===== config.mk =====
export PLATFORM = sky130hd
export DESIGN_NAME = energy_voice_activity_detector
export DESIGN_NICKNAME = d
export VERILOG_FILES = /design/src/hw/rtl/evad_pkg.sv /design/src/hw/rtl/energy_voice_activity_detector.sv /design/src/hw/rtl/evad_ctrl.sv /design/src/hw/rtl/evad_dp.sv
export SDC_FILE = /design/constraint.sdc
export NUM_CORES = 2
export LEC_CHECK = 0
export ABC_AREA = 1
export BUFFER_PORTS_ARGS = -buffer_cell sky130_fd_sc_hd__buf_2
export CAP_MARGIN = 15
export CORE_MARGIN = 5
export CORE_UTILIZATION = 38
export CTS_CLUSTER_DIAMETER = 60
export CTS_CLUSTER_SIZE = 30
export DETAILED_ROUTE_END_ITERATION = 10
export PLACE_DENSITY = 0.62
export SLEW_MARGIN = 20
export SYNTH_ARGS = -nofsm -noshare
export SYNTH_HDL_FRONTEND = slang
export SYNTH_SLANG_ARGS = --single-unit

===== constraint.sdc =====
create_clock -name clock -period 5.6 [get_ports clock]
set_clock_uncertainty 0.1 [all_clocks]
set_input_delay 0.28 -clock clock [delete_from_list [all_inputs] [get_ports clock]]
set_output_delay 0.28 -clock clock [all_outputs]
set_load 0.01 [all_outputs]

===== src/hw/rtl/evad_pkg.sv =====
package evad_pkg;

   localparam int SAMPLE_W = 16;
   localparam int CFG_W    = 16;
   localparam int RMS_W    = 16;
   localparam int EVENT_W  = 2;
   localparam int CSR_IDX_W = 2;

   localparam int SQRT_STEPS = RMS_W;

   localparam int DEF_MAX_CHUNK_SAMPLES = 8192;

   localparam logic [CFG_W-1:0] RST_RMS_THRESHOLD = 16'd500;
   localparam logic [CFG_W-1:0] RST_HANGOVER_MS   = 16'd800;
   localparam logic [CFG_W-1:0] RST_MAX_SPEECH_MS = 16'd15000;

   localparam logic [CSR_IDX_W-1:0] CSR_RMS_THRESHOLD = 2'd0;
   localparam logic [CSR_IDX_W-1:0] CSR_HANGOVER_MS   = 2'd1;
   localparam logic [CSR_IDX_W-1:0] CSR_MAX_SPEECH_MS = 2'd2;

   typedef enum logic [EVENT_W-1:0] {
      EVT_NONE  = 2'd0,
      EVT_START = 2'd1,
      EVT_END   = 2'd2
   } evad_event_type;

   typedef struct packed {
      logic sample_load;
      logic tick;
      logic add;
      logic div_step;
      logic sqrt_init;
      logic sqrt_step;
      logic decide;
   } evad_cmd_type;

   typedef struct packed {
      logic chunk_end;
   } evad_status_type;

endpackage


===== src/hw/rtl/energy_voice_activity_detector.sv =====
// Energy voice activity detector. Sample items (req_mode 0) are squared and
// summed per chunk; the last sample of a chunk (req_chunk_last, or the sample
// that fills MAX_CHUNK_SAMPLES) produces one result with the chunk's integer
// RMS, the speech state and a start/end event. Tick items (req_mode 1) advance
// the millisecond counters and produce no result. A sample is squared, then
// accumulated; for a chunk's last sample a one-bit-per-cycle restoring
// divider then forms the mean, and a two-bits-per-cycle digit root unit
// runs 16 steps; the result then waits for the output register to be free.
// Registers are written through the csr_ port: index 0 RMS threshold,
// 1 hangover in ms, 2 maximum speech in ms; write only while no chunk
// decision is pending.
module energy_voice_activity_detector #(
   parameter int MAX_CHUNK_SAMPLES = evad_pkg::DEF_MAX_CHUNK_SAMPLES
) (
   input  logic                                 clock,
   input  logic                                 reset,
   input  logic                                 req_valid,
   output logic                                 req_stall,
   input  logic                                 req_mode,
   input  logic signed [evad_pkg::SAMPLE_W-1:0] req_sample,
   input  logic                                 req_chunk_last,
   output logic                                 rsp_valid,
   input  logic                                 rsp_stall,
   output logic [evad_pkg::RMS_W-1:0]           rsp_chunk_rms,
   output logic                                 rsp_speech_active,
   output logic [evad_pkg::EVENT_W-1:0]         rsp_speech_event,
   input  logic                                 csr_wr_en,
   input  logic [evad_pkg::CSR_IDX_W-1:0]       csr_index,
   input  logic [evad_pkg::CFG_W-1:0]           csr_wr_data
);
   import evad_pkg::*;

   evad_cmd_type    cmd;
   evad_status_type status;

   evad_ctrl #(
      .MAX_CHUNK_SAMPLES(MAX_CHUNK_SAMPLES)
   ) u_ctrl (
      .clock     (clock),
      .reset     (reset),
      .req_valid (req_valid),
      .req_mode  (req_mode),
      .req_stall (req_stall),
      .rsp_valid (rsp_valid),
      .rsp_stall (rsp_stall),
      .cmd       (cmd),
      .status    (status)
   );

   evad_dp #(
      .MAX_CHUNK_SAMPLES(MAX_CHUNK_SAMPLES)
   ) u_dp (
      .clock             (clock),
      .reset             (reset),
      .req_sample        (req_sample),
      .req_chunk_last    (req_chunk_last),
      .csr_wr_en         (csr_wr_en),
      .csr_index         (csr_index),
      .csr_wr_data       (csr_wr_data),
      .cmd               (cmd),
      .status            (status),
      .rsp_chunk_rms     (rsp_chunk_rms),
      .rsp_speech_active (rsp_speech_active),
      .rsp_speech_event  (rsp_speech_event)
   );

endmodule


===== src/hw/rtl/evad_ctrl.sv =====
module evad_ctrl #(
   parameter int MAX_CHUNK_SAMPLES = evad_pkg::DEF_MAX_CHUNK_SAMPLES
) (
   input  logic                    clock,
   input  logic                    reset,
   input  logic                    req_valid,
   input  logic                    req_mode,
   output logic                    req_stall,
   output logic                    rsp_valid,
   input  logic                    rsp_stall,
   output evad_pkg::evad_cmd_type  cmd,
   input  evad_pkg::evad_status_type status
);
   import evad_pkg::*;

   localparam int SUM_W  = 2 * SAMPLE_W - 1 + $clog2(MAX_CHUNK_SAMPLES);
   localparam int STEP_W = $clog2(SUM_W);

   typedef enum logic [2:0] {
      ST_IDLE,
      ST_ADD,
      ST_DIV,
      ST_SQINIT,
      ST_SQRT,
      ST_DONE
   } state_type;

   state_type         state_ff;
   logic [STEP_W-1:0] step_ff;
   logic              rsp_valid_ff;
   logic              slot_free;
   logic              div_last;
   logic              sqrt_last;

   assign slot_free = !rsp_valid_ff || !rsp_stall;
   assign div_last  = (step_ff == STEP_W'(SUM_W - 1));
   assign sqrt_last = (step_ff == STEP_W'(SQRT_STEPS - 1));

   assign req_stall = (state_ff != ST_IDLE);
   assign rsp_valid = rsp_valid_ff;

   always_comb begin
      cmd = '0;
      case (state_ff)
         ST_IDLE: begin
            cmd.tick        = req_valid && req_mode;
            cmd.sample_load = req_valid && !req_mode;
         end
         ST_ADD:    cmd.add       = 1'b1;
         ST_DIV:    cmd.div_step  = 1'b1;
         ST_SQINIT: cmd.sqrt_init = 1'b1;
         ST_SQRT:   cmd.sqrt_step = 1'b1;
         ST_DONE:   cmd.decide    = slot_free;
         default:   cmd = '0;
      endcase
   end

   always_ff @(posedge clock) begin
      if (reset) begin
         state_ff     <= ST_IDLE;
         step_ff      <= '0;
         rsp_valid_ff <= 1'b0;
      end else begin
         // raise the result as the decision moves into the output register,
         // drop it once its transfer completes
         if (state_ff == ST_DONE && slot_free) begin
            rsp_valid_ff <= 1'b1;
         end else if (rsp_valid_ff && !rsp_stall) begin
            rsp_valid_ff <= 1'b0;
         end
         case (state_ff)
            ST_IDLE: begin
               if (req_valid && !req_mode) begin
                  state_ff <= ST_ADD;
               end
            end
            ST_ADD: begin
               step_ff <= '0;
               if (status.chunk_end) begin
                  state_ff <= ST_DIV;
               end else begin
                  state_ff <= ST_IDLE;
               end
            end
            ST_DIV: begin
               if (div_last) begin
                  step_ff  <= '0;
                  state_ff <= ST_SQINIT;
               end else begin
                  step_ff <= step_ff + 1'b1;
               end
            end
            ST_SQINIT: begin
               state_ff <= ST_SQRT;
            end
            ST_SQRT: begin
               if (sqrt_last) begin
                  step_ff  <= '0;
                  state_ff <= ST_DONE;
               end else begin
                  step_ff <= step_ff + 1'b1;
               end
            end
            ST_DONE: begin
               // hold until the output register is free
               if (slot_free) begin
                  state_ff <= ST_IDLE;
               end
            end
            default: begin
               state_ff <= ST_IDLE;
            end
         endcase
      end
   end

   a_rsp_from_done: assert property (@(posedge clock) disable iff (reset)
      $rose(rsp_valid_ff) |-> $past(state_ff == ST_DONE))
      else $error("result raised outside the decision state");

   a_div_to_sqrt: assert property (@(posedge clock) disable iff (reset)
      (state_ff == ST_DIV && div_last) |=> (state_ff == ST_SQINIT))
      else $error("divider did not hand over to the root unit");

   a_step_idle_zero: assert property (@(posedge clock) disable iff (reset)
      (state_ff != ST_DIV && state_ff != ST_SQRT) |-> (step_ff == '0))
      else $error("step counter not cleared outside iteration");

endmodule


===== src/hw/rtl/evad_dp.sv =====
module evad_dp #(
   parameter int MAX_CHUNK_SAMPLES = evad_pkg::DEF_MAX_CHUNK_SAMPLES
) (
   input  logic                              clock,
   input  logic                              reset,
   input  logic signed [evad_pkg::SAMPLE_W-1:0] req_sample,
   input  logic                              req_chunk_last,
   input  logic                              csr_wr_en,
   input  logic [evad_pkg::CSR_IDX_W-1:0]    csr_index,
   input  logic [evad_pkg::CFG_W-1:0]        csr_wr_data,
   input  evad_pkg::evad_cmd_type            cmd,
   output evad_pkg::evad_status_type         status,
   output logic [evad_pkg::RMS_W-1:0]        rsp_chunk_rms,
   output logic                              rsp_speech_active,
   output logic [evad_pkg::EVENT_W-1:0]      rsp_speech_event
);
   import evad_pkg::*;

   localparam int SQ_W   = 2 * SAMPLE_W - 1;
   localparam int SUM_W  = SQ_W + $clog2(MAX_CHUNK_SAMPLES);
   localparam int CNT_W  = $clog2(MAX_CHUNK_SAMPLES + 1);
   localparam int THR2_W = 2 * CFG_W;
   localparam int PROD_W = THR2_W + CNT_W;
   localparam int X_W    = 2 * RMS_W;
   localparam int REM_W  = RMS_W + 2;

   // configuration
   logic [CFG_W-1:0] thr_ff, hang_ff, maxsp_ff;

   // accumulation
   logic [SQ_W-1:0]  sq_ff;
   logic             last_ff;
   logic [SUM_W-1:0] sum_ff;
   logic [CNT_W-1:0] cnt_ff;
   logic [CNT_W-1:0] cnt_in;
   logic [SUM_W-1:0] total_in;
   logic signed [2*SAMPLE_W-1:0] samp_prod;

   // divider and threshold test
   logic [SUM_W-1:0]  dq_ff, tot_ff;
   logic [CNT_W-1:0]  n_ff, div_rem_ff, div_rem_in;
   logic [CNT_W:0]    div_trial, div_diff;
   logic              div_ge;
   logic [THR2_W-1:0] thr2_ff;
   logic [PROD_W-1:0] prod_ff;
   logic              voiced_ff;

   // root
   logic [X_W-1:0]   x_ff;
   logic [REM_W-1:0] sq_rem_ff, sq_rem_sh, sq_trial, sq_rem_in;
   logic [RMS_W-1:0] root_ff;
   logic             sq_ge;

   // speech state
   logic             speaking_ff, speaking_in;
   logic [CFG_W-1:0] msv_ff, msv_in, mss_ff, mss_in;
   evad_event_type   event_in;

   logic [RMS_W-1:0]   rsp_rms_ff;
   logic               rsp_active_ff;
   evad_event_type     rsp_event_ff;

   assign samp_prod = (2*SAMPLE_W)'(req_sample) * (2*SAMPLE_W)'(req_sample);
   assign cnt_in    = cnt_ff + 1'b1;
   assign total_in  = sum_ff + SUM_W'(sq_ff);

   // the chunk also closes when it reaches the sample limit
   assign status.chunk_end = last_ff || (cnt_in == CNT_W'(MAX_CHUNK_SAMPLES));

   assign div_trial  = {div_rem_ff, dq_ff[SUM_W-1]};
   assign div_ge     = (div_trial >= {1'b0, n_ff});
   assign div_diff   = div_trial - {1'b0, n_ff};
   assign div_rem_in = div_ge ? div_diff[CNT_W-1:0] : div_trial[CNT_W-1:0];

   assign sq_rem_sh = {sq_rem_ff[REM_W-3:0], x_ff[X_W-1 -: 2]};
   assign sq_trial  = {root_ff, 2'b01};
   assign sq_ge     = (sq_rem_sh >= sq_trial);
   assign sq_rem_in = sq_ge ? (sq_rem_sh - sq_trial) : sq_rem_sh;

   always_comb begin
      speaking_in = speaking_ff;
      msv_in      = msv_ff;
      mss_in      = mss_ff;
      event_in    = EVT_NONE;
      if (voiced_ff) begin
         msv_in = '0;
         if (!speaking_ff) begin
            speaking_in = 1'b1;
            mss_in      = '0;
            event_in    = EVT_START;
         end
      end else if (speaking_ff && (msv_ff >= hang_ff)) begin
         speaking_in = 1'b0;
         event_in    = EVT_END;
      end
      // forced end on overlong speech; a start cut at once reports nothing
      if (speaking_in && (mss_in >= maxsp_ff)) begin
         speaking_in = 1'b0;
         event_in    = (event_in == EVT_START) ? EVT_NONE : EVT_END;
      end
   end

   always_ff @(posedge clock) begin
      if (reset) begin
         thr_ff      <= RST_RMS_THRESHOLD;
         hang_ff     <= RST_HANGOVER_MS;
         maxsp_ff    <= RST_MAX_SPEECH_MS;
         sum_ff      <= '0;
         cnt_ff      <= '0;
         speaking_ff <= 1'b0;
         msv_ff      <= '0;
         mss_ff      <= '0;
      end else begin
         if (csr_wr_en) begin
            case (csr_index)
               CSR_RMS_THRESHOLD: thr_ff   <= csr_wr_data;
               CSR_HANGOVER_MS:   hang_ff  <= csr_wr_data;
               CSR_MAX_SPEECH_MS: maxsp_ff <= csr_wr_data;
               default: ;
            endcase
         end
         if (cmd.add) begin
            if (status.chunk_end) begin
               sum_ff <= '0;
               cnt_ff <= '0;
            end else begin
               sum_ff <= total_in;
               cnt_ff <= cnt_in;
            end
         end
         if (cmd.tick) begin
            // saturate at all ones
            if (msv_ff != '1) msv_ff <= msv_ff + 1'b1;
            if (mss_ff != '1) mss_ff <= mss_ff + 1'b1;
         end else if (cmd.decide) begin
            speaking_ff <= speaking_in;
            msv_ff      <= msv_in;
            mss_ff      <= mss_in;
         end
      end
   end

   always_ff @(posedge clock) begin
      if (cmd.sample_load) begin
         sq_ff   <= samp_prod[SQ_W-1:0];
         last_ff <= req_chunk_last;
      end
      if (cmd.add && status.chunk_end) begin
         dq_ff      <= total_in;
         tot_ff     <= total_in;
         n_ff       <= cnt_in;
         div_rem_ff <= '0;
         thr2_ff    <= THR2_W'(thr_ff) * THR2_W'(thr_ff);
      end
      if (cmd.div_step) begin
         div_rem_ff <= div_rem_in;
         dq_ff      <= {dq_ff[SUM_W-2:0], div_ge};
      end
      // threshold test settles through prod_ff and then voiced_ff while the divider runs
      prod_ff   <= PROD_W'(thr2_ff) * PROD_W'(n_ff);
      voiced_ff <= (PROD_W'(tot_ff) >= prod_ff);
      if (cmd.sqrt_init) begin
         x_ff      <= X_W'(dq_ff[SQ_W-1:0]);
         sq_rem_ff <= '0;
         root_ff   <= '0;
      end
      if (cmd.sqrt_step) begin
         x_ff      <= {x_ff[X_W-3:0], 2'b00};
         sq_rem_ff <= sq_rem_in;
         root_ff   <= {root_ff[RMS_W-2:0], sq_ge};
      end
      if (cmd.decide) begin
         rsp_rms_ff    <= root_ff;
         rsp_active_ff <= speaking_in;
         rsp_event_ff  <= event_in;
      end
   end

   assign rsp_chunk_rms     = rsp_rms_ff;
   assign rsp_speech_active = rsp_active_ff;
   assign rsp_speech_event  = rsp_event_ff;

   a_div_rem_bound: assert property (@(posedge clock) disable iff (reset)
      cmd.div_step |-> (div_rem_ff < n_ff))
      else $error("divider remainder not below divisor");

   a_root_rem_bound: assert property (@(posedge clock) disable iff (reset)
      cmd.sqrt_step |-> (sq_rem_ff <= {1'b0, root_ff, 1'b0}))
      else $error("root remainder exceeds twice the partial root");

   a_start_is_active: assert property (@(posedge clock) disable iff (reset)
      cmd.decide |=> !(rsp_event_ff == EVT_START && !rsp_active_ff))
      else $error("speech start reported while inactive");

endmodule

==> results.sh <==
export IMPL_status="complete, but fails checks"
export IMPL_violations="setup timing"
export IMPL_synth_top_cell_by_area="fa_1"
export IMPL_nNetsFinal=8567
export IMPL_ys_seq_area_share_pct=21.6
export IMPL_ys_ff_latch=457
export IMPL_synth_cell_types=50
export IMPL_grt_max_degree=87
export IMPL_gp_congestion=0.906
export IMPL_tightestPinTransition_ns=1.07
export IMPL_grt_pass1_vias=45986
export IMPL_crit_fanout=6
export IMPL_num_vias=44350
export IMPL_coreArea_um2=142000
export IMPL_syn_inst=6819
export IMPL_area_growth_pct=19.6
export IMPL_cts_buffers=51
export IMPL_fin_ws_ns=-0.0662
export IMPL_finalHoldViolCount=0
export IMPL_route_antenna_remaining_nets=0
export IMPL_initial_core_util_pct=38.3
export IMPL_synth_area_um2=54300
export IMPL_maxSlewHeadroom_pct=28.6
export IMPL_hp_class="in2reg"
export IMPL_setup_viol=15
export IMPL_synth_most_common_cell="inv_1"
export IMPL_cts_clk_slew_worst_paths_ns=0.07
export IMPL_max_cap_violations=0
export IMPL_whs_ns=0.0500
export IMPL_drt_iter0_drc=2875
export IMPL_grt_pass1_wl_um=237000
export IMPL_finalSetupTns_ns=-0.606
export IMPL_std_cell_rows=138
export IMPL_cts_max_path_buffers=3
export IMPL_clk_latency_ns=0.66
export IMPL_grt_usage_pct=19.0
export IMPL_antenna_cells=0
export IMPL_syn_avg_cell_area_um2=7.97
export IMPL_num_fill_cells=13875
export IMPL_viasPerCell=4.78
export IMPL_pin_count=62
export IMPL_die_area_um2=151000
export IMPL_crit_type="reg2reg"
export IMPL_htree_levels=2
export IMPL_pre_cts_ws_ns=-0.398
export IMPL_overflow=0
export IMPL_fin_util_pct=45.8
export IMPL_drive_above_1_share_pct=15.2
export IMPL_drc=0
export IMPL_wire_per_inst_um=15.4
export IMPL_synth_edf_count=259
export IMPL_synth_warnings=0
export IMPL_slew_violations=0
export IMPL_start_kind="flop"
export IMPL_synth_top_cell_area_share_pct=27.7
export IMPL_fin_crit_sh_pct=101
export IMPL_synth_async_sr_flop_share_pct=0
export IMPL_cp_data_required_time_ns=5.86
export IMPL_cts_tree="done"
export IMPL_ys_top_cells_by_area="fa_1, edfxtp_1, inv_1"
export IMPL_clock_root_buffer="clkbuf_16"
export IMPL_max_freq_mhz=176
export IMPL_wirelength_um=143000
export IMPL_dp_hpwl_um=116000
export IMPL_grt_setup_unrepaired="true"
export IMPL_die_w_um=388
export IMPL_ys_flop_type="edfxtp_1"
export IMPL_endpoint_kind="flop"
export IMPL_netlist_top_cells_count="inv_1, nand2_1, fa_1"
export IMPL_cp_arrival_ns=5.93
export IMPL_fp_dieH_um=388
export IMPL_antenna_found_initial=0
export IMPL_clkSinkCount=457
export IMPL_drt_pass1_iter_count=6
export IMPL_portBuffers=61
export IMPL_post_route_min_period_ns=5.67
==> cell type report <==
cell class,instances,area (um2),share of cell area [%]
multi-input combinational,4398,36900,56.8
inverter,1774,6660,10.3
sequential,457,11800,18.1
clock inverter,39,507,0.780
tap,1890,2360,3.64
timing repair buffer,659,5410,8.33
clock buffer,57,1340,2.06
==> timing repair <==
action	in CTS	in global routing
pin swaps	58	157
setup endpoints to repair	47	55
hold buffers	32	0
gates resized for setup	213	302
hold endpoints to repair	52	0
gates cloned	2	0
buffers inserted	17	36
==> registers in the layout, indices dropped and copies added, names as in the netlist, 30 cells and up <==
register and count:
u_dp.prod_ff 46, u_dp.dq_ff 44, u_dp.sum_ff 44, u_dp.tot_ff 44, u_dp.x_ff 32, u_dp.thr2_ff 31
u_dp.sq_ff 30
==> cell families after synthesis <==
| logic type | synth area share [%] |
|---|---|
| compound gates | 7.05 |
| flops | 21.6 |
| other cells | 0.00690 |
| fa+ha+maj | 37.7 |
| buf+inv | 13.7 |
| xor+xnor | 2.84 |
| simple gates | 17.1 |
==> stage by stage <==
step                      instances  area (um2)
after floorplan                6826       54400
after global placement         9095       60500
after detailed placement       9095       60500
after CTS                      9242       63700
after global routing           9274       65000
final                          9274       65000
==> metal layers <==
layer	wire length [um]	share of wire, %	GRT usage [%]	vias up
met3	6810	4.8	2.03	189
li1	-	-	-	21580
met1	65200	46	26.4	21604
met5	0	0	0	-
met4	3130	2.2	4.24	0
met2	67500	47	32.3	977
==> worst max-delay path: stages, from the launching register on <==
cell     delay (ns)
dfxtp_4        0.41
buf_6          0.14
nand2_2        0.06
buf_4          0.13
fa_1           0.48
fa_1           0.50
inv_1          0.05
fa_1           0.48
inv_2          0.04
fa_1           0.57
fa_1           0.46
fa_1           0.54
inv_2          0.05
ha_4           0.30
nand2_4        0.07
nor3_4         0.25
buf_4          0.15
buf_6          0.10
nand2_2        0.07
nand3_2        0.10
a21o_1         0.15
buf_4          0.11
xor2_1         0.05
==> final timing paths <==
check             depth (start not counted)                    end             from  slack [ns]
setup / recovery                         22       u_dp.thr2_ff[25]   u_dp.thr_ff[5]       -0.07
setup reg to reg                         22       u_dp.thr2_ff[25]   u_dp.thr_ff[5]       -0.07
hold reg to reg                           0  u_dp.rsp_chunk_rms[7]  u_dp.root_ff[7]        0.34
hold / removal                            5        u_dp.msv_ff[14]         req_mode        0.05
==> layout by cell type, fill, tap and decap left out, types with 61 or more instances in the layout <==
cell type | netlist | routed
inv_1 | 1767 | 1708
nand2_1 | 1627 | 1558
fa_1 | 751 | 739
buf_4 | 0 | 496
ha_1 | 434 | 395
nor2_1 | 365 | 310
a21oi_1 | 345 | 299
edfxtp_1 | 259 | 259
o21ai_0 | 241 | 211
dfxtp_1 | 198 | 183
nand3_1 | 161 | 142
xor2_1 | 118 | 113
inv_2 | 5 | 62
buf_2 | 6 | 61
Power is not shown: default switching activity piles up to over one toggle a cycle in this logic, so the estimate is an artifact.
